**src/rtl/core/pid_tc_pkg.sv**
```systemverilog
// Package of the trapezoidal PID core: types, constants and saturation helpers.
// Used by pid_tc_div and pid_trapezoid_clamped_core; depends on nothing.
package pid_tc_pkg;

   // fixed-point format default and data widths
   localparam int FRAC_BITS_DEF = 16;
   localparam int DATA_W        = 32;
   localparam int GAIN_W        = 31;
   localparam int PROD_W        = 65;
   localparam int MAG_W         = 63;
   localparam int CSR_IDX_W     = 4;

   // divider: two quotient bits per step
   localparam int QUOT_W        = 32;
   localparam int DIV_STEPS     = QUOT_W / 2;
   localparam int DIV_CNT_W     = $clog2(DIV_STEPS);

   // configuration register indexes
   typedef enum logic [CSR_IDX_W-1:0] {
      REG_GAIN_P        = 4'd0,
      REG_GAIN_I        = 4'd1,
      REG_GAIN_D        = 4'd2,
      REG_SAMPLE_PERIOD = 4'd3,
      REG_INTEG_UPPER   = 4'd4,
      REG_INTEG_LOWER   = 4'd5,
      REG_DRIVE_UPPER   = 4'd6,
      REG_DRIVE_LOWER   = 4'd7
   } csr_reg_type;

   // sequencer states
   typedef enum logic [3:0] {
      ST_IDLE,
      ST_MUL_P,
      ST_MUL_K,
      ST_KDT,
      ST_MUL_I,
      ST_MUL_D,
      ST_DIV_PREP,
      ST_DIV_START,
      ST_DIV_WAIT,
      ST_SUM,
      ST_DONE
   } state_type;

   // divider status toward the sequencer
   typedef struct packed {
      logic done;
      logic ovf;
   } div_status_type;

   // saturate a wide signed value to 32 bits
   function automatic logic signed [DATA_W-1:0] sat_s32(input logic signed [PROD_W-1:0] x);
      logic signed [PROD_W-1:0] max_v;
      logic signed [PROD_W-1:0] min_v;
      max_v = {{(PROD_W-DATA_W+1){1'b0}}, {(DATA_W-1){1'b1}}};
      min_v = {{(PROD_W-DATA_W+1){1'b1}}, {(DATA_W-1){1'b0}}};
      if (x > max_v)
         return max_v[DATA_W-1:0];
      else if (x < min_v)
         return min_v[DATA_W-1:0];
      else
         return x[DATA_W-1:0];
   endfunction

   // upper limit tested first, then lower
   function automatic logic signed [DATA_W-1:0] clamp_s32(input logic signed [PROD_W-1:0] x,
                                                         input logic signed [DATA_W-1:0] lo,
                                                         input logic signed [DATA_W-1:0] hi);
      logic signed [PROD_W-1:0] lo_w;
      logic signed [PROD_W-1:0] hi_w;
      lo_w = {{(PROD_W-DATA_W){lo[DATA_W-1]}}, lo};
      hi_w = {{(PROD_W-DATA_W){hi[DATA_W-1]}}, hi};
      if (x > hi_w)
         return hi;
      else if (x < lo_w)
         return lo;
      else
         return x[DATA_W-1:0];
   endfunction

endpackage

```
**src/rtl/core/pid_tc_div.sv**
```systemverilog
// Radix-4 restoring divider for the derivative term, with overflow detect.
// Depends on pid_tc_pkg; quotient magnitude fits 31 bits when no overflow.
module pid_tc_div (
   input  logic                                   clock,
   input  logic                                   reset,
   input  logic                                   start,
   input  logic [pid_tc_pkg::MAG_W-1:0]           dividend,
   input  logic [pid_tc_pkg::GAIN_W-1:0]          divisor,
   output pid_tc_pkg::div_status_type             status,
   output logic [pid_tc_pkg::QUOT_W-1:0]          quot
);

   logic                                 busy_ff, busy_in;
   logic                                 done_ff, done_in;
   logic                                 ovf_ff, ovf_in;
   logic [pid_tc_pkg::DIV_CNT_W-1:0]     cnt_ff, cnt_in;
   logic [pid_tc_pkg::GAIN_W-1:0]        rem_ff, rem_in;
   logic [pid_tc_pkg::QUOT_W-1:0]        quo_ff, quo_in;

   logic [pid_tc_pkg::GAIN_W:0]          dvs_w;
   logic [pid_tc_pkg::GAIN_W:0]          t1, t2, s1, s2;
   logic                                 ge1, ge2;
   logic [pid_tc_pkg::GAIN_W-1:0]        r1, r2;
   logic                                 big;

   // two compare-subtract steps per cycle
   always_comb begin
      dvs_w = {1'b0, divisor};
      t1    = {rem_ff, quo_ff[pid_tc_pkg::QUOT_W-1]};
      ge1   = (t1 >= dvs_w);
      s1    = t1 - dvs_w;
      r1    = ge1 ? s1[pid_tc_pkg::GAIN_W-1:0] : t1[pid_tc_pkg::GAIN_W-1:0];
      t2    = {r1, quo_ff[pid_tc_pkg::QUOT_W-2]};
      ge2   = (t2 >= dvs_w);
      s2    = t2 - dvs_w;
      r2    = ge2 ? s2[pid_tc_pkg::GAIN_W-1:0] : t2[pid_tc_pkg::GAIN_W-1:0];
      // quotient would need 32 or more bits
      big   = (dividend[pid_tc_pkg::MAG_W-1:pid_tc_pkg::GAIN_W] >= dvs_w);
   end

   // step control
   always_comb begin
      busy_in = busy_ff;
      done_in = 1'b0;
      ovf_in  = ovf_ff;
      cnt_in  = cnt_ff;
      rem_in  = rem_ff;
      quo_in  = quo_ff;
      if (start) begin
         ovf_in = big;
         if (big) begin
            done_in = 1'b1;
         end else begin
            busy_in = 1'b1;
            cnt_in  = '0;
            rem_in  = dividend[pid_tc_pkg::MAG_W-1:pid_tc_pkg::QUOT_W];
            quo_in  = dividend[pid_tc_pkg::QUOT_W-1:0];
         end
      end else if (busy_ff) begin
         rem_in = r2;
         quo_in = {quo_ff[pid_tc_pkg::QUOT_W-3:0], ge1, ge2};
         cnt_in = cnt_ff + 1'b1;
         if (cnt_ff == pid_tc_pkg::DIV_CNT_W'(pid_tc_pkg::DIV_STEPS - 1)) begin
            busy_in = 1'b0;
            done_in = 1'b1;
         end
      end
   end

   always_ff @(posedge clock) begin
      if (reset) begin
         busy_ff <= 1'b0;
         done_ff <= 1'b0;
         ovf_ff  <= 1'b0;
         cnt_ff  <= '0;
      end else begin
         busy_ff <= busy_in;
         done_ff <= done_in;
         ovf_ff  <= ovf_in;
         cnt_ff  <= cnt_in;
      end
   end

   always_ff @(posedge clock) begin
      rem_ff <= rem_in;
      quo_ff <= quo_in;
   end

   assign status.done = done_ff;
   assign status.ovf  = ovf_ff;
   assign quot        = quo_ff;

endmodule

```
**config.mk**
```make
export PLATFORM = sky130hd
export DESIGN_NAME = pid_tc_div
export DESIGN_NICKNAME = d
export VERILOG_FILES = /design/src/rtl/core/pid_tc_pkg.sv /design/src/rtl/core/pid_tc_div.sv
export SDC_FILE = /design/constraint.sdc
export NUM_CORES = 1
export LEC_CHECK = 0
export BUFFER_PORTS_ARGS = -buffer_cell sky130_fd_sc_hd__buf_4
export CAP_MARGIN = 20
export CELL_PAD_IN_SITES_DETAIL_PLACEMENT = 2
export CELL_PAD_IN_SITES_GLOBAL_PLACEMENT = 2
export CORE_ASPECT_RATIO = 0.6
export CORE_MARGIN = 1
export CORE_UTILIZATION = 36
export DETAILED_ROUTE_END_ITERATION = 8
export PLACE_DENSITY_LB_ADDON = 0.1
export SLEW_MARGIN = 20
export SYNTH_ARGS = -nofsm -noshare
export SYNTH_HDL_FRONTEND = slang
export SYNTH_SLANG_ARGS = --single-unit
```
**constraint.sdc**
```tcl
create_clock -name clock -period 7 [get_ports clock]
set_input_delay 0 -clock clock [delete_from_list [all_inputs] [get_ports clock]]
set_output_delay 0 -clock clock [all_outputs]
set_load 0.05 [all_outputs]
```
==> results.py <==
metrics = {
    "placed_design": {
        "dpl.cell_count": 1337,
        "gp_congestion": 0.891,
        "dp_hpwl_mm": 27.2,
        "place.port_buffers": 130,
    },
    "clock_network": {
        "worstSkewPairLatency_ns": 0.36,
        "cts_max_level": 3,
        "cts_setup_buffers": 0,
        "path_clk_slew_ns": 0.07,
        "cts_tree": "built",
        "cts_buffers": 9,
        "clock-root-buffer": "clkbuf_16",
        "numClockSinks": 70,
        "cts_buffer_depth": 2,
    },
    "sta": {
        "setup_viol": 0,
        "fmax_ghz": 0.147,
        "tightest_slew_ns": 0.913,
        "grt_setup_unrepaired": "no",
        "finalHoldWorstSlack_ns": 0.0196,
        "fin_crit_ns": 6.82,
        "slew_viol_final": 0,
        "fin_crit_sh_pct": 97.4,
        "fin_skew_ns": 0.00759,
        "fin_tns_setup_ns": 0,
        "final_hold_viol_count": 0,
        "maxSlewHeadroom_pct": 38.3,
    },
    "pwr": {
        "ir_worst_vdd_mv": 0.129,
        "cellPowerDensity_mw_per_mm2": 304,
        "finalPower_mw": 3.11,
        "leakagePower_nw": 4.30,
    },
    "grt": {
        "grt_start_max_net_pins": 55,
        "grt_overflow": 0,
        "grt_antenna_before_repair": 1,
        "grt_pass1_vias": 8973,
        "globalRouteTotalUtil_pct": 32.9,
        "grt_pass1_wl_mm": 56.9,
    },
    "synthesis": {
        "synth_top_family_by_area": "compound AO/OA/AOI/OAI gates",
        "ys_ff_latch": 70,
        "syn-instance-count": 926,
        "ys_seq_area_share_pct": 25.0,
        "synth_fa_ha_area_share_pct": 15.0,
        "synthXorXnorAreaFrac_pct": 5.17,
        "synth_cell_types": 83,
        "synth_compound_gate_area_share_pct": 25.1,
        "syn_area_per_cell_sq_um": 8.78,
        "synth_warnings": 0,
        "syn-num-nets": 1119,
        "synthSimpleGateAreaFrac_pct": 17.2,
        "synth_top_area_share_pct": 23.3,
        "yosys.area.top_type": "edfxtp_1",
        "synth_ff_type": "edfxtp_1",
        "synth_edf_count": 63,
        "synth.mux.area_fraction_pct": 7.57,
        "synthArstFlopShare_pct": 0,
        "synth.area.top_cells": "edfxtp_1, ha_1, mux2_2",
        "netlist_area_sq_mm": 0.00813,
    },
    "drt": {
        "wirelength_mm": 37.6,
        "wl_per_cell_um": 26.8,
        "drtAntennaViolNets": 0,
        "vias": 8486,
        "drt-initial-drc-count": 757,
        "drt_pass1_iterations": 5,
        "drc": 0,
        "vias_per_cell": 6.05,
    },
    "floorplan": {
        "die_x_um": 196,
        "die_h_um": 118,
        "ios": 131,
        "core-area_sq_mm": 0.0221,
        "die-area_sq_mm": 0.0232,
        "core.rowCount": 42,
        "start_util_pct": 36.8,
    },
    "cells_and_area": {
        "final_common_cell": "buf_4",
        "num_antenna_cells": 0,
        "fillers": 2463,
        "final_layout_size_suffix_gt1_share_pct": 22.9,
        "final_nets": 1284,
        "stdcell_count": 1403,
        "final_cell_mix": "buf_4, ha_1, nand2_1, edfxtp_1, a21oi_1",
        "syn2layout_area_growth_pct": 25.4,
    },
    "run": {
        "cap_violations": 0,
    },
    "setup_path": {
        "cp.arrival_ns": 6.92,
        "required_ns": 7.11,
        "path_max_fanout": 26,
        "cp-end-kind": "register",
        "cp-start-kind": "register",
        "crit_type": "register to register",
    },
    "status": {
        "status": "completed",
    },
    "min_path": {
        "hp-class": "input port to register",
    },
}
## cell families after synthesis
| family | after synthesis |
|---|---|
| and+or+nand+nor | 282 |
| DFF | 70 |
| muxes | 55 |
| adders and majority gates | 96 |
| xor gates and xnor gates | 48 |
| AOI/OAI and AO/OA | 280 |
| buffers and inverters | 95 |
## synthesized netlist by cell type, types with 6 or more instances
cell      instances
mux2_2           52
edfxtp_1         63
o21ai_0          42
xnor2_1          34
o21bai_1          8
ha_1             94
a31oi_1          10
a21oi_1          60
o21a_1           13
xor2_1           14
nand3_1          31
or2_2             6
o311ai_2          8
nand4_1          30
nand2_1          88
and3_1            8
and2_1            8
nor2b_1           9
dfxtp_1           7
clkbuf_1         14
buf_2            14
a211oi_1         15
o211ai_1         25
a21o_1           35
nor3_1           19
nand2b_1          6
inv_1            55
nor2_1           54
## flip-flops by register name, summed over array words and instances, names as in the netlist
register  count
ovf_ff        1
cnt_ff        4
quot         32
rem_ff       31
done_ff       1
busy_ff       1
## through the flow
step,worst slack [ns],utilization (%),instance area (sq um)
floorplan,1.62,-,8130
finish,0.184,46.1,10200
global placement,0.654,42.4,9390
CTS,0.348,46.1,10200
global route,0.0158,46.1,10200
detailed placement,0.443,42.5,9400
## layer usage
metal / share of wire (%) / up-vias / GRT usage, %
met2: 44 / 292 / 51.1
met1: 48 / 4310 / 46.9
li1: - / 3840 / -
met5: 0 / - / 0
met3: 6.3 / 44 / 5.99
met4: 1.7 / 0 / 7.52
## final timing paths
check	endpoint	slack, ns	cells after the start	from
max	rem_ff[1]	0.18	21	quot[31]
min reg2reg	cnt_ff[3]	0.48	1	cnt_ff[3]
min	rem_ff[7]	0.02	3	dividend[39]
max reg2reg	rem_ff[1]	0.18	21	quot[31]
## power by group
group,internal [mW],switching [mW],leakage [nW]
sequential,0.534,0.0325,0.644
combinational,0.755,1.29,3.51
clock,0.274,0.215,0.139
## critical path: stages (launching register included)
cell	delay, ns
edfxtp_1	0.48
inv_1	0.11
ha_1	0.18
inv_1	0.07
fa_1	0.41
a21oi_1	0.31
o2111ai_1	0.21
a21oi_1	0.21
a211oi_2	0.12
o221ai_2	0.40
nand2_4	0.36
mux2_2	0.42
ha_1	0.38
a21o_1	0.22
a21oi_1	0.34
a211oi_1	0.21
a2111oi_4	0.45
a21boi_2	0.14
nor2_2	0.21
o2111a_2	0.41
nand2_2	0.36
a311oi_1	0.56
## timing repair
action                     CTS  global route
hold endpoints to repair    53             0
hold buffers                51             0
gates resized for setup      0             3
setup endpoints to repair    0            19
## area by class of cell
| cell class | count | area (sq um) | area share, % |
|---|---|---|---|
| inverter | 55 | 206 | 2.02 |
| timing repair buffer | 194 | 1580 | 15.5 |
| clock buffer | 9 | 225 | 2.21 |
| multi-input combinational | 761 | 5710 | 55.9 |
| tap | 308 | 385 | 3.78 |
| sequential | 70 | 2030 | 19.9 |
| clock inverter | 6 | 63.8 | 0.625 |
Note: power is estimated with default switching activity, not from simulation.
